### config.mk
export PLATFORM = sky130hd
export DESIGN_NAME = joystick_dot_span_renderer_top
export DESIGN_NICKNAME = d
export VERILOG_FILES = /design/src/rtl/jdsr_pkg.sv /design/src/rtl/joystick_dot_span_renderer_top.sv
export VERILOG_INCLUDE_DIRS = /design/src /design/src/rtl
export SDC_FILE = /design/constraint.sdc
export NUM_CORES = 1
export LEC_CHECK = 0
export BUFFER_PORTS_ARGS = -buffer_cell sky130_fd_sc_hd__buf_2
export CORE_ASPECT_RATIO = 1.1
export CORE_MARGIN = 2
export CORE_UTILIZATION = 63
export DETAILED_ROUTE_END_ITERATION = 7
export GPL_ROUTABILITY_DRIVEN = 0
export PLACE_DENSITY = 0.85
export SKIP_LAST_GASP = 1
export SLEW_MARGIN = 20
export SYNTH_ARGS = -nofsm -noshare
export SYNTH_HDL_FRONTEND = slang
export SYNTH_SLANG_ARGS = --single-unit
### constraint.sdc
create_clock -name clk -period 16.4 [get_ports clk]
set_clock_uncertainty 0.05 [all_clocks]
set_input_delay 0.82 -clock clk [delete_from_list [all_inputs] [get_ports clk]]
set_output_delay 0.82 -clock clk [all_outputs]
set_load 0.02 [all_outputs]
### src/rtl/assert_macros.svh
// Assertion macros shared by the RTL of the dot span renderer.
// Uses the clk and rst_n names of the module that includes it.
`ifndef ASSERT_MACROS_SVH
`define ASSERT_MACROS_SVH
`ifndef ASSERT_OFF
// Check a property on every rising clock edge outside reset.
`define ASSERT_CLK(lbl, prop, msg) \
  lbl: assert property (@(posedge clk) disable iff (!rst_n) prop) else $error(msg);
// Check a property on every rising clock edge, reset included.
`define ASSERT_ALWAYS(lbl, prop, msg) \
  lbl: assert property (@(posedge clk) prop) else $error(msg);
`else
`define ASSERT_CLK(lbl, prop, msg)
`define ASSERT_ALWAYS(lbl, prop, msg)
`endif
`endif

### src/rtl/jdsr_pkg.sv
// Package for the joystick dot span renderer: widths, reset values,
// register indexes and the circle half-width table. No dependencies.
package jdsr_pkg;

  localparam int DOT_RADIUS = 8;
  localparam int RAW_W      = 12;
  localparam int COORD_W    = 9;
  localparam int COLOR_W    = 16;
  localparam int PROD_W     = RAW_W + COORD_W;
  localparam int SIGNED_W   = COORD_W + 2;
  localparam int ROW_LAST   = 2 * DOT_RADIUS;
  localparam int ROW_IDX_W  = $clog2(ROW_LAST + 1);

  // Full scale is 2^RAW_W - 1, so a quotient by it folds with a shift
  localparam int AXIS_FULL_SCALE = (1 << RAW_W) - 1;
  localparam int HALF_SCALE      = AXIS_FULL_SCALE / 2;

  localparam int IN_DATA_W  = 2 * RAW_W;
  localparam int SPAN_BITS  = 3 * COORD_W + COLOR_W;
  localparam int OUT_DATA_W = ((SPAN_BITS + 7) / 8) * 8;

  localparam logic [COORD_W-1:0] RESET_WIDTH   = COORD_W'(240);
  localparam logic [COORD_W-1:0] RESET_HEIGHT  = COORD_W'(240);
  localparam logic [COLOR_W-1:0] RESET_BG      = COLOR_W'(0);
  localparam logic [COLOR_W-1:0] RESET_ACTIVE  = COLOR_W'(2047);

  localparam int CFG_INDEX_W = 2;
  localparam logic [CFG_INDEX_W-1:0] REG_SCREEN_WIDTH  = 2'd0;
  localparam logic [CFG_INDEX_W-1:0] REG_SCREEN_HEIGHT = 2'd1;
  localparam logic [CFG_INDEX_W-1:0] REG_BG_COLOR      = 2'd2;
  localparam logic [CFG_INDEX_W-1:0] REG_ACTIVE_COLOR  = 2'd3;

  typedef struct packed {
    logic [COLOR_W-1:0] color;
    logic [COORD_W-1:0] last_column;
    logic [COORD_W-1:0] first_column;
    logic [COORD_W-1:0] row;
  } span_t;

  // Largest h with h*h + d*d <= R*R: a constant table of ROW_LAST/2+1 entries
  function automatic logic [COORD_W-1:0] half_width(input logic [ROW_IDX_W-1:0] d);
    logic [COORD_W-1:0] h;
    int dd;
    h  = '0;
    dd = int'(d) * int'(d);
    for (int k = 1; k <= DOT_RADIUS; k++) begin
      if (k * k + dd <= DOT_RADIUS * DOT_RADIUS) h = COORD_W'(k);
    end
    return h;
  endfunction

endpackage

### src/rtl/joystick_dot_span_renderer_top.sv
// Joystick dot span renderer, top level.
// Depends on jdsr_pkg and assert_macros.svh.

// One joystick sample (raw_x, raw_y) moves a filled dot of radius DOT_RADIUS
// on a screen of screen_width x screen_height pixels. Each axis is scaled into
// the screen with a DOT_RADIUS margin, rounded to nearest and clamped to the
// last pixel. The block then emits one output word per visible circle row, as
// a span [first_column, last_column] on that row: first the spans that erase
// the previous dot in background_color (skipped for the first sample after
// reset), then the spans of the new dot in active_color, rows top to bottom,
// clipped to the screen. tlast marks the final span of a sample; a sample
// whose new and erased dots are both wholly off screen produces no words.
// Timing: in_tready is high only while the block is idle. A sample passes
// through the shared multiply/scale unit (one multiply and one scale step per
// axis), then through the shared span unit one circle row at a time,
// 2*DOT_RADIUS+1 rows per circle, and then a flush step for the final span.
// A visible row waits while a span is pending and the output register is
// full with out_tready low. Configuration registers are written through
// cfg_we/cfg_index/cfg_data and must only change while idle.
module joystick_dot_span_renderer_top
  import jdsr_pkg::*;
(
  input  logic                   clk,
  input  logic                   rst_n,
  // Sample input; in_tdata: raw_x [11:0], raw_y [23:12]
  input  logic                   in_tvalid,
  output logic                   in_tready,
  input  logic [IN_DATA_W-1:0]   in_tdata,
  // Span output; out_tdata: row [8:0], first_column [17:9],
  // last_column [26:18], color [42:27], zero fill above
  output logic                   out_tvalid,
  input  logic                   out_tready,
  output logic [OUT_DATA_W-1:0]  out_tdata,
  output logic                   out_tlast,
  // Register writes
  input  logic                   cfg_we,
  input  logic [CFG_INDEX_W-1:0] cfg_index,
  input  logic [COLOR_W-1:0]     cfg_data
);

  `include "assert_macros.svh"

  typedef enum logic [2:0] {
    S_IDLE,
    S_MUL,
    S_DIV,
    S_ROWS,
    S_FLUSH
  } state_t;

  // Configuration registers
  logic [COORD_W-1:0] width_r, height_r;
  logic [COLOR_W-1:0] bg_color_r, active_color_r;

  always_ff @(posedge clk) begin
    if (!rst_n) begin
      width_r        <= RESET_WIDTH;
      height_r       <= RESET_HEIGHT;
      bg_color_r     <= RESET_BG;
      active_color_r <= RESET_ACTIVE;
    end else if (cfg_we) begin
      case (cfg_index)
        REG_SCREEN_WIDTH:  width_r        <= cfg_data[COORD_W-1:0];
        REG_SCREEN_HEIGHT: height_r       <= cfg_data[COORD_W-1:0];
        REG_BG_COLOR:      bg_color_r     <= cfg_data;
        REG_ACTIVE_COLOR:  active_color_r <= cfg_data;
        default: ;
      endcase
    end
  end

  // Sequencer and datapath registers
  state_t               state_r;
  logic                 axis_sel_r;   // 0: x axis, 1: y axis
  logic                 erase_r;      // drawing the erase circle
  logic [ROW_IDX_W-1:0] row_idx_r;
  logic [RAW_W-1:0]     raw_x_r, raw_y_r;
  logic [PROD_W-1:0]    product_r;
  logic [COORD_W-1:0]   new_x_r, new_y_r;
  logic [COORD_W-1:0]   prev_x_r, prev_y_r;
  logic                 dot_present_r;
  logic                 pend_valid_r;
  span_t                pend_span_r;
  logic                 out_valid_r;
  logic                 out_last_r;
  span_t                out_span_r;

  // Shared scale unit: coord = (raw*span + HALF_SCALE) / FULL_SCALE + R, at most extent-1 (R if extent <= 2R)
  logic [RAW_W-1:0]     raw_sel;
  logic [COORD_W-1:0]   extent_sel;
  logic [COORD_W-1:0]   span_sel;
  logic [PROD_W-1:0]    rounded;
  logic [COORD_W-1:0]   quot_hi;
  logic [RAW_W:0]       fold;
  logic [COORD_W:0]     quot;
  logic [COORD_W:0]     pos;
  logic [COORD_W-1:0]   top;
  logic [COORD_W-1:0]   coord;

  assign raw_sel    = axis_sel_r ? raw_y_r : raw_x_r;
  assign extent_sel = axis_sel_r ? height_r : width_r;
  assign span_sel   = extent_sel - COORD_W'(2 * DOT_RADIUS + 1);
  assign rounded    = product_r + PROD_W'(HALF_SCALE);
  // n / (2^k - 1): quotient n>>k, remainder (n mod 2^k) + (n>>k); one correction
  assign quot_hi    = rounded[PROD_W-1:RAW_W];
  assign fold       = {1'b0, rounded[RAW_W-1:0]} + (RAW_W+1)'(quot_hi);
  assign quot       = {1'b0, quot_hi} +
                      (COORD_W+1)'(fold >= (RAW_W+1)'(AXIS_FULL_SCALE));
  assign pos        = quot + (COORD_W+1)'(DOT_RADIUS);
  assign top        = extent_sel - COORD_W'(1);

  always_comb begin
    if ({1'b0, extent_sel} <= (COORD_W+1)'(2 * DOT_RADIUS)) begin
      coord = COORD_W'(DOT_RADIUS);
    end else if (pos > {1'b0, top}) begin
      coord = top;
    end else begin
      coord = pos[COORD_W-1:0];
    end
  end

  // Shared span unit: one circle row per cycle unless a visible row waits on a full output
  logic [COORD_W-1:0]   cx, cy;
  logic [SIGNED_W-1:0]  row_y;
  logic [ROW_IDX_W-1:0] row_dist;
  logic [COORD_W-1:0]   half;
  logic [SIGNED_W-1:0]  left_s;
  logic [COORD_W:0]     right_u;
  logic [COORD_W-1:0]   left_clip, right_clip;
  logic                 row_vis;
  span_t                row_span;

  assign cx       = erase_r ? prev_x_r : new_x_r;
  assign cy       = erase_r ? prev_y_r : new_y_r;
  assign row_y    = SIGNED_W'(cy) + SIGNED_W'(row_idx_r) - SIGNED_W'(DOT_RADIUS);
  assign row_dist = (row_idx_r >= ROW_IDX_W'(DOT_RADIUS)) ?
                    row_idx_r - ROW_IDX_W'(DOT_RADIUS) :
                    ROW_IDX_W'(DOT_RADIUS) - row_idx_r;
  assign half     = half_width(row_dist);
  assign left_s   = SIGNED_W'(cx) - SIGNED_W'(half);
  assign right_u  = (COORD_W+1)'(cx) + (COORD_W+1)'(half);

  always_comb begin
    left_clip  = left_s[SIGNED_W-1] ? '0 : left_s[COORD_W-1:0];
    right_clip = (right_u >= {1'b0, width_r}) ? width_r - COORD_W'(1)
                                              : right_u[COORD_W-1:0];
    row_vis    = !row_y[SIGNED_W-1] &&
                 (row_y[COORD_W:0] < {1'b0, height_r}) &&
                 (width_r != '0) &&
                 (left_clip <= right_clip);
    row_span.row          = row_y[COORD_W-1:0];
    row_span.first_column = left_clip;
    row_span.last_column  = right_clip;
    row_span.color        = erase_r ? bg_color_r : active_color_r;
  end

  // Hold one span back so the final one of a sample can carry tlast
  logic out_free;
  logic row_step;
  logic push_pend;
  logic row_end;

  assign out_free  = !out_valid_r || out_tready;
  assign row_step  = (state_r == S_ROWS) && (!row_vis || !pend_valid_r || out_free);
  assign push_pend = (row_step && row_vis && pend_valid_r) ||
                     ((state_r == S_FLUSH) && pend_valid_r && out_free);
  assign row_end   = (row_idx_r == ROW_IDX_W'(ROW_LAST));

  always_ff @(posedge clk) begin
    if (!rst_n) begin
      state_r       <= S_IDLE;
      axis_sel_r    <= 1'b0;
      erase_r       <= 1'b0;
      row_idx_r     <= '0;
      prev_x_r      <= '0;
      prev_y_r      <= '0;
      dot_present_r <= 1'b0;
      pend_valid_r  <= 1'b0;
      out_valid_r   <= 1'b0;
      out_last_r    <= 1'b0;
    end else begin
      // Output register: load from the pending slot, drop when taken
      if (push_pend) begin
        out_valid_r <= 1'b1;
        out_span_r  <= pend_span_r;
        out_last_r  <= (state_r == S_FLUSH);
      end else if (out_tready) begin
        out_valid_r <= 1'b0;
      end

      case (state_r)
        S_IDLE: begin
          if (in_tvalid) begin
            raw_x_r    <= in_tdata[RAW_W-1:0];
            raw_y_r    <= in_tdata[IN_DATA_W-1:RAW_W];
            axis_sel_r <= 1'b0;
            state_r    <= S_MUL;
          end
        end
        S_MUL: begin
          product_r <= PROD_W'(raw_sel) * PROD_W'(span_sel);
          state_r   <= S_DIV;
        end
        S_DIV: begin
          if (axis_sel_r) begin
            new_y_r   <= coord;
            erase_r   <= dot_present_r;
            row_idx_r <= '0;
            state_r   <= S_ROWS;
          end else begin
            new_x_r    <= coord;
            axis_sel_r <= 1'b1;
            state_r    <= S_MUL;
          end
        end
        S_ROWS: begin
          if (row_step) begin
            if (row_vis) begin
              pend_valid_r <= 1'b1;
              pend_span_r  <= row_span;
            end
            // Advance the row; switch from erase to draw, then flush
            if (row_end) begin
              row_idx_r <= '0;
              if (erase_r) begin
                erase_r <= 1'b0;
              end else begin
                prev_x_r      <= new_x_r;
                prev_y_r      <= new_y_r;
                dot_present_r <= 1'b1;
                state_r       <= S_FLUSH;
              end
            end else begin
              row_idx_r <= row_idx_r + ROW_IDX_W'(1);
            end
          end
        end
        S_FLUSH: begin
          if (!pend_valid_r) begin
            state_r <= S_IDLE;
          end else if (out_free) begin
            pend_valid_r <= 1'b0;
            state_r      <= S_IDLE;
          end
        end
        default: state_r <= S_IDLE;
      endcase
    end
  end

  assign in_tready  = (state_r == S_IDLE);
  assign out_tvalid = out_valid_r;
  assign out_tlast  = out_last_r;
  assign out_tdata  = OUT_DATA_W'(out_span_r);

  // Checks
  `ASSERT_CLK(a_idle_no_pending, in_tready |-> !pend_valid_r,
              "span left pending while idle")
  `ASSERT_CLK(a_accept_starts_map, (in_tvalid && in_tready) |=> (state_r == S_MUL),
              "accepted sample did not start the scale unit")
  `ASSERT_CLK(a_span_ordered, out_valid_r |-> (out_span_r.first_column <= out_span_r.last_column),
              "span with first column past last column")
  `ASSERT_CLK(a_dot_sticky, dot_present_r |=> dot_present_r,
              "dot flag cleared outside reset")
  `ASSERT_CLK(a_row_idx_range, row_idx_r <= ROW_IDX_W'(ROW_LAST),
              "row index beyond circle")

endmodule

==> results of run 1 <==
## path summary, 6_finish.rpt
kind,startpoint,endpoint,slack [ns],depth (start not counted)
worst min register to register,pend_span_r[27]$_DFFE_PP_,out_tdata[27]$_DFFE_PP_,0.36,0
worst max-delay path,row_idx_r[0]$_SDFFE_PN0P_,out_tdata[41]$_DFFE_PP_,4.29,47
worst min-delay path,pend_span_r[27]$_DFFE_PP_,out_tdata[27]$_DFFE_PP_,0.36,0
worst max register to register,row_idx_r[0]$_SDFFE_PN0P_,out_tdata[41]$_DFFE_PP_,4.29,47
## stage by stage
stage	setup WS (ns)	cells
floorplan	3.02	1684
global placement	5.09	2073
detailed placement	4.46	2073
CTS	4.42	2119
global route	3.20	2119
finish	4.29	2119
## worst register-to-register path, delay by kind of cell, from the launching register on
family	cells	cell delay (ns)
AO/OA/AOI/OAI	15	3.29
multiplexers	2	0.69
AND/OR/NAND/NOR	11	2.04
XOR/XNOR	2	0.44
adder cells (fa/ha/maj)	9	3.19
buffers and inverters	8	1.34
flip-flops	1	0.65
## power by group
part	switching, W	internal [W]
Combinational	0.000918	0.000685
Clock	0.000241	0.000325
Sequential	0.0000317	0.000732
Total	0.00119	0.00174
## state kept, by name, indices dropped and copies added, names as in the netlist
| name | count |
|---|---|
| out_tvalid | 1 |
| erase_r | 1 |
| raw_x_r | 12 |
| axis_sel_r | 1 |
| out_tlast | 1 |
| pend_span_r | 43 |
| width_r | 9 |
| dot_present_r | 1 |
| active_color_r | 16 |
| out_tdata | 43 |
| new_y_r | 9 |
| pend_valid_r | 1 |
| raw_y_r | 12 |
| prev_y_r | 9 |
| bg_color_r | 16 |
| prev_x_r | 9 |
| product_r | 21 |
| height_r | 9 |
| new_x_r | 9 |
| row_idx_r | 5 |
| state_r | 3 |
## cells in the final DEF, fill, tap and decap left out, types with 8 or more instances in the layout
master       n
inv_1      177
a21oi_1     79
o21ai_0     38
mux2i_1     37
xor2_1      22
o211ai_1    14
buf_4       11
nor3_1      32
or2_2       10
ha_1       133
a2111oi_0   21
o21a_1      20
nand4_1     12
nand2b_1    17
and3_1       9
a31oi_1      8
nor2_1     129
a21o_1      11
mux2_2      51
nor2b_1     18
clkbuf_16   25
nand2_1    203
xnor2_1     52
edfxtp_1   149
fa_1        78
dfxtp_1     80
buf_2       92
a211oi_1    21
nand3_1     51
## metal layers
layer | GRT usage | wire length (um) | vias up
li1 | - | - | 6007
met1 | 0.340 | 14700 | 6137
met2 | 0.510 | 20100 | 573
met3 | 0.0501 | 2500 | 143
met4 | 0.135 | 1770 | 0
met5 | 0 | 0 | -
## final cells by class
cell class                      instances  area [um2]  share of cell area
Timing Repair Buffer                  103         543              0.0300
Clock inverter                         15         158             0.00871
Inverter                              179         672              0.0371
Clock buffer                           31         668              0.0369
Sequential cell                       231        6120               0.338
Tap cell                              352         440              0.0243
Multi-Input combinational cell       1208        9500               0.525
## kinds of logic (layout without fill, tap and decap cells)
| kind of cell | count (synthesis) | after routing | share of synthesized area |
|---|---|---|---|
| simple gates | 534 | 534 | 0.151 |
| compound gates | 291 | 291 | 0.124 |
| buf+inv | 245 | 328 | 0.0600 |
| flops | 231 | 231 | 0.369 |
| fa+ha+maj | 211 | 211 | 0.195 |
| mux | 88 | 88 | 0.0571 |
| xor+xnor | 79 | 79 | 0.0432 |
| other cells | 1 | 5 | 0.000227 |
==> results.py, run 1 <==
metrics = {
    "pwr": {
        "leakagePower_nw": 7.40,
        "irDropWorstVdd_mv": 0.224,
        "power_density_nw_per_um2": 162,
        "power_w": 0.00293,
    },
    "synth": {
        "synth-edff-count": 149,
        "yosys-top-cells-count": "nand2_1 (203), inv_1 (177), edfxtp_1 (149)",
        "synth_area_per_cell_um2": 9.85,
        "synth_most_common_cell": "nand2_1",
        "ys_top_cells_by_area": "edfxtp_1 (27%), ha_1 (10%), dfxtp_1 (9.9%)",
        "synth_ff_type": "edfxtp_1",
        "synth_area_leader_cell": "edfxtp_1",
        "ys_ff_latch": 231,
        "async_flop_share": 0,
        "yosys_warnings": 0,
        "yosysSeqAreaShare": 0.369,
        "netlist_instances": 1680,
        "synth_top_area_share": 0.270,
        "synth.distinct_cells": 91,
        "syn_area_um2": 16600,
    },
    "cts": {
        "cts.sinks": 231,
        "path_clk_slew_ns": 0.07,
        "h-tree-depth": 1,
        "numCtsBuffers": 25,
        "cts_hold_buf": 0,
        "clockBufferDepth": 3,
        "cts_tree": "yes",
        "post_cts_buffers": 0,
        "clockRootBuffer": "clkbuf_16",
        "insertion_delay_ns": 0.54,
        "cts_resized": 0,
    },
    "die": {
        "die-area_um2": 27600,
        "fp.coreArea_um2": 26000,
        "die_h_um": 174,
        "start_util": 0.637,
        "boundaryPins": 98,
        "die_x_um": 159,
        "rows": 62,
    },
    "sta": {
        "setup_tns_ns": 0,
        "setup_viol": 0,
        "worst_slew_pin_slew_ns": 0.956,
        "grt_setup_unrepaired": "no",
        "hold_viol": 0,
        "drv_slew": 0,
        "max_slew_margin": 0.344,
        "hold_ws_ns": 0.365,
        "period_needed_ns": 12.11,
        "final.period_utilization": 0.738,
        "maxClockFrequency_mhz": 82.6,
    },
    "grt": {
        "grt_pass1_vias": 13195,
        "grt_max_degree": 53,
        "grt_overflow": 0,
        "grt_pass1_wl_um": 63700,
        "antenna_found_initial": 0,
        "grt_usage": 0.289,
    },
    "detailed_routing": {
        "wl_per_cell_um": 18.4,
        "drtIter0Drc": 984,
        "viasPerCell": 6.07,
        "drc_errors": 0,
        "ant_nets": 0,
        "routed_wl_um": 39100,
        "dr.pass1.iters": 6,
        "vias": 12860,
    },
    "placed_design": {
        "placed_area_um2": 17300,
        "dp_hpwl_um": 29000,
        "io_buffers": 92,
    },
    "layout": {
        "syn_to_final_growth_pct": 9.30,
        "nets": 2006,
        "design_area_um2": 18100,
        "n_antenna_cell": 0,
        "fill_cells": 1797,
        "fin_util": 0.696,
        "drive_above_1_share": 0.137,
    },
    "run": {
        "maxCapViolCount": 0,
    },
    "critical_path": {
        "crit_type": "flip-flop to flip-flop",
        "cp_max_fo": 43,
        "crit_required_ns": 16.52,
        "crit_path_end_kind": "flip-flop",
        "critPathSlowestCell": "o21ai_2",
        "critical_path_buf_inv_count": 8,
        "worstSetupStartpointType": "flip-flop",
        "cpLargestDelayFamily": "compound AO/OA/AOI/OAI gates",
        "arrival_ns": 12.23,
        "critPathMaxStageDelay_ns": 0.75,
    },
    "hold_path": {
        "min_path_type": "flip-flop to flip-flop",
    },
    "outcome": {
        "outcome": "completed",
    },
}
Power figures use the tool's default switching activity.
==> inputs of run 2 (changes only) <==
--- a/config.mk
+++ b/config.mk
@@ -6,13 +6,14 @@
 export SDC_FILE = /design/constraint.sdc
 export NUM_CORES = 1
 export LEC_CHECK = 0
+export ABC_AREA = 1
 export BUFFER_PORTS_ARGS = -buffer_cell sky130_fd_sc_hd__buf_2
 export CORE_ASPECT_RATIO = 1.1
 export CORE_MARGIN = 2
-export CORE_UTILIZATION = 63
+export CORE_UTILIZATION = 62
 export DETAILED_ROUTE_END_ITERATION = 7
 export GPL_ROUTABILITY_DRIVEN = 0
-export PLACE_DENSITY = 0.85
+export PLACE_DENSITY = 0.84
 export SKIP_LAST_GASP = 1
 export SLEW_MARGIN = 20
 export SYNTH_ARGS = -nofsm -noshare
==> constraint.sdc (replaced) <==
create_clock -name clk -period 12.1 [get_ports clk]
set_clock_uncertainty 0.05 [all_clocks]
set_input_delay 0.605 -clock clk [delete_from_list [all_inputs] [get_ports clk]]
set_output_delay 0.605 -clock clk [all_outputs]
set_load 0.02 [all_outputs]
==> results.py, run 2 <==
metrics = {
    "outcome": {
        "outcome": "completed",
    },
    "run": {
        "maxCapViolCount": 0,
    },
    "sta": {
        "max_slew_margin": 0.285,
        "drv_slew": 0,
        "hold_viol": 0,
        "period_needed_ns": 10.95,
        "setup_viol": 0,
        "final.period_utilization": 0.905,
        "setup_tns_ns": 0,
        "setup_ws_ns": 1.15,
        "maxClockFrequency_mhz": 91.3,
        "worst_slew_pin_slew_ns": 1.06,
        "grt_setup_unrepaired": "no",
    },
    "cts": {
        "cts_hold_buf": 0,
        "insertion_delay_ns": 0.53,
        "clockBufferDepth": 3,
        "h-tree-depth": 1,
        "cts_tree": "yes",
        "numCtsBuffers": 26,
        "clockRootBuffer": "clkbuf_16",
        "cts.sinks": 231,
        "path_clk_slew_ns": 0.07,
    },
    "detailed_routing": {
        "highest_layer": "met4",
        "wl_met2_um": 18400,
        "drtIter0Drc": 955,
        "route.layer.met1.wl_um": 13500,
        "routed_wl_um": 35500,
        "viasPerCell": 5.51,
        "vias": 13027,
        "ant_nets": 0,
        "drc_errors": 0,
        "wl_met3_um": 2080,
        "wl_per_cell_um": 15.0,
        "dr.pass1.iters": 7,
    },
    "die": {
        "die_h_um": 173,
        "boundaryPins": 98,
        "die_x_um": 158,
        "die-area_um2": 27300,
        "fp.coreArea_um2": 25400,
        "rows": 61,
        "start_util": 0.634,
    },
    "layout": {
        "fin_util": 0.700,
        "n_antenna_cell": 0,
        "layout_commonest_cell": "nand2_1",
        "nets": 2256,
        "drive_above_1_share": 0.0991,
        "finalNonFillerCells": 2364,
        "fill_cells": 1883,
        "syn_to_final_growth_pct": 10.4,
        "final_cell_mix": "nand2_1 (380), inv_1 (323), nor2_1 (199)",
    },
    "synth": {
        "synth.distinct_cells": 59,
        "synth-edff-count": 149,
        "yosysSeqAreaShare": 0.380,
        "ys_top_cells_by_area": "edfxtp_1 (28%), ha_1 (10%), dfxtp_1 (10%)",
        "synth_ff_type": "edfxtp_1",
        "yosys-top-cells-count": "nand2_1 (380), inv_1 (323), nor2_1 (201)",
        "syn_area_um2": 16100,
        "synth_area_per_cell_um2": 8.47,
        "ys_ff_latch": 231,
        "synth_area_leader_cell": "edfxtp_1",
        "netlist_instances": 1901,
        "async_flop_share": 0,
        "yosys_warnings": 0,
        "synth_most_common_cell": "nand2_1",
        "synth_top_area_share": 0.278,
    },
    "placed_design": {
        "dp_hpwl_um": 27200,
        "io_buffers": 92,
        "dpl.cell_count": 2311,
        "pre_cts_ws_ns": 0.859,
    },
    "critical_path": {
        "crit_required_ns": 12.25,
        "crit_path_end_kind": "flip-flop",
        "critPathMaxStageDelay_ns": 0.55,
        "crit_type": "flip-flop to flip-flop",
        "arrival_ns": 11.10,
        "cp_common_cell": "inv_1",
        "cp_max_fo": 26,
        "critPathSlowestCell": "fa_1",
        "worstSetupStartpointType": "flip-flop",
    },
    "grt": {
        "grt_pass1_vias": 12838,
        "grt_overflow": 0,
        "antenna_found_initial": 0,
        "grt_pass1_wl_um": 59100,
        "grt_max_degree": 73,
        "grt_usage": 0.265,
    },
    "hold_path": {
        "min_path_type": "input pin to flip-flop",
    },
    "pwr": {
        "power_density_nw_per_um2": 224,
        "leakagePower_nw": 8.32,
        "irDropWorstVdd_mv": 0.624,
    },
}
[run 2: changes by cell type after synthesis, sizes merged, moves of 27 or more]
cell	before	now
xnor2	54	16
xor2	25	52
inv	178	327
mux2	51	0
nor2	131	213
o21ai	40	144
mux2i	37	1
nand2	203	393
[run 2: what timing repair did]
action,4_1_cts,5_1_grt
gates resized for setup,0,1
endpoints found under the hold margin,0,0
endpoints found under the setup margin,0,43
setup buffers,0,5
[run 2: path summary, 6_finish.rpt]
check / from / to / slack (ns) / cells past startpoint
hold / removal: in_tdata[20] / raw_y_r[8]$_DFFE_PP_ / 0.19 / 1
setup / recovery: row_idx_r[1]$_SDFFE_PN0P_ / out_tdata[23]$_DFFE_PP_ / 1.15 / 56
hold reg to reg: pend_span_r[14]$_DFFE_PP_ / out_tdata[14]$_DFFE_PP_ / 0.37 / 0
setup reg to reg: row_idx_r[1]$_SDFFE_PN0P_ / out_tdata[23]$_DFFE_PP_ / 1.15 / 56
[run 2: cell families after synthesis]
kind of cell    after synthesis  share of synthesized area
xor+xnor                     68                     0.0414
other cells                   1                   0.000233
simple gates                735                      0.195
mux                           1                   0.000621
flops                       231                      0.380
buf+inv                     374                     0.0894
compound gates              280                     0.0936
fa+ha+maj                   211                      0.200
[run 2: where the power goes]
part	switching [W]	leakage [nW]	internal (W)
registers	0.0000382	2.01	0.00100
clock network	0.000327	0.406	0.000427
logic	0.00133	5.89	0.000860
[run 2: stage by stage]
stage,cell area (um2),hold slack (ns),total power [W]
floorplan,16100,0.350,0.00270
global placement,16900,0.351,0.00314
detailed placement,16900,0.355,0.00322
CTS,17700,0.181,0.00399
global route,17800,0.180,0.00434
finish,17800,0.194,0.00398
[run 2: routing by layer]
layer / GRT usage / up-vias
met2: 0.482 / 504
met5: 0 / -
li1: - / 6297
met4: 0.106 / 0
met3: 0.0341 / 119
met1: 0.313 / 6107
[run 2: critical path: cells and delay by family, from the launching register on]
kind	cells	cell delay [ns]
adders and majority gates	9	3.13
and+or+nand+nor	18	2.25
DFF	1	0.50
buffers and inverters	12	1.39
xor gates and xnor gates	3	0.84
AOI/OAI and AO/OA	14	2.42
[run 2: layout make-up]
type / instances / area (um2) / share of cell area
multi-input cells: 1300 / 8590 / 0.483
flip-flops and latches: 231 / 6120 / 0.344
inverters: 333 / 1250 / 0.0703
clock buffers: 33 / 718 / 0.0404
repair buffers: 106 / 566 / 0.0318
well taps: 346 / 433 / 0.0243
clock inverters: 15 / 114 / 0.00640
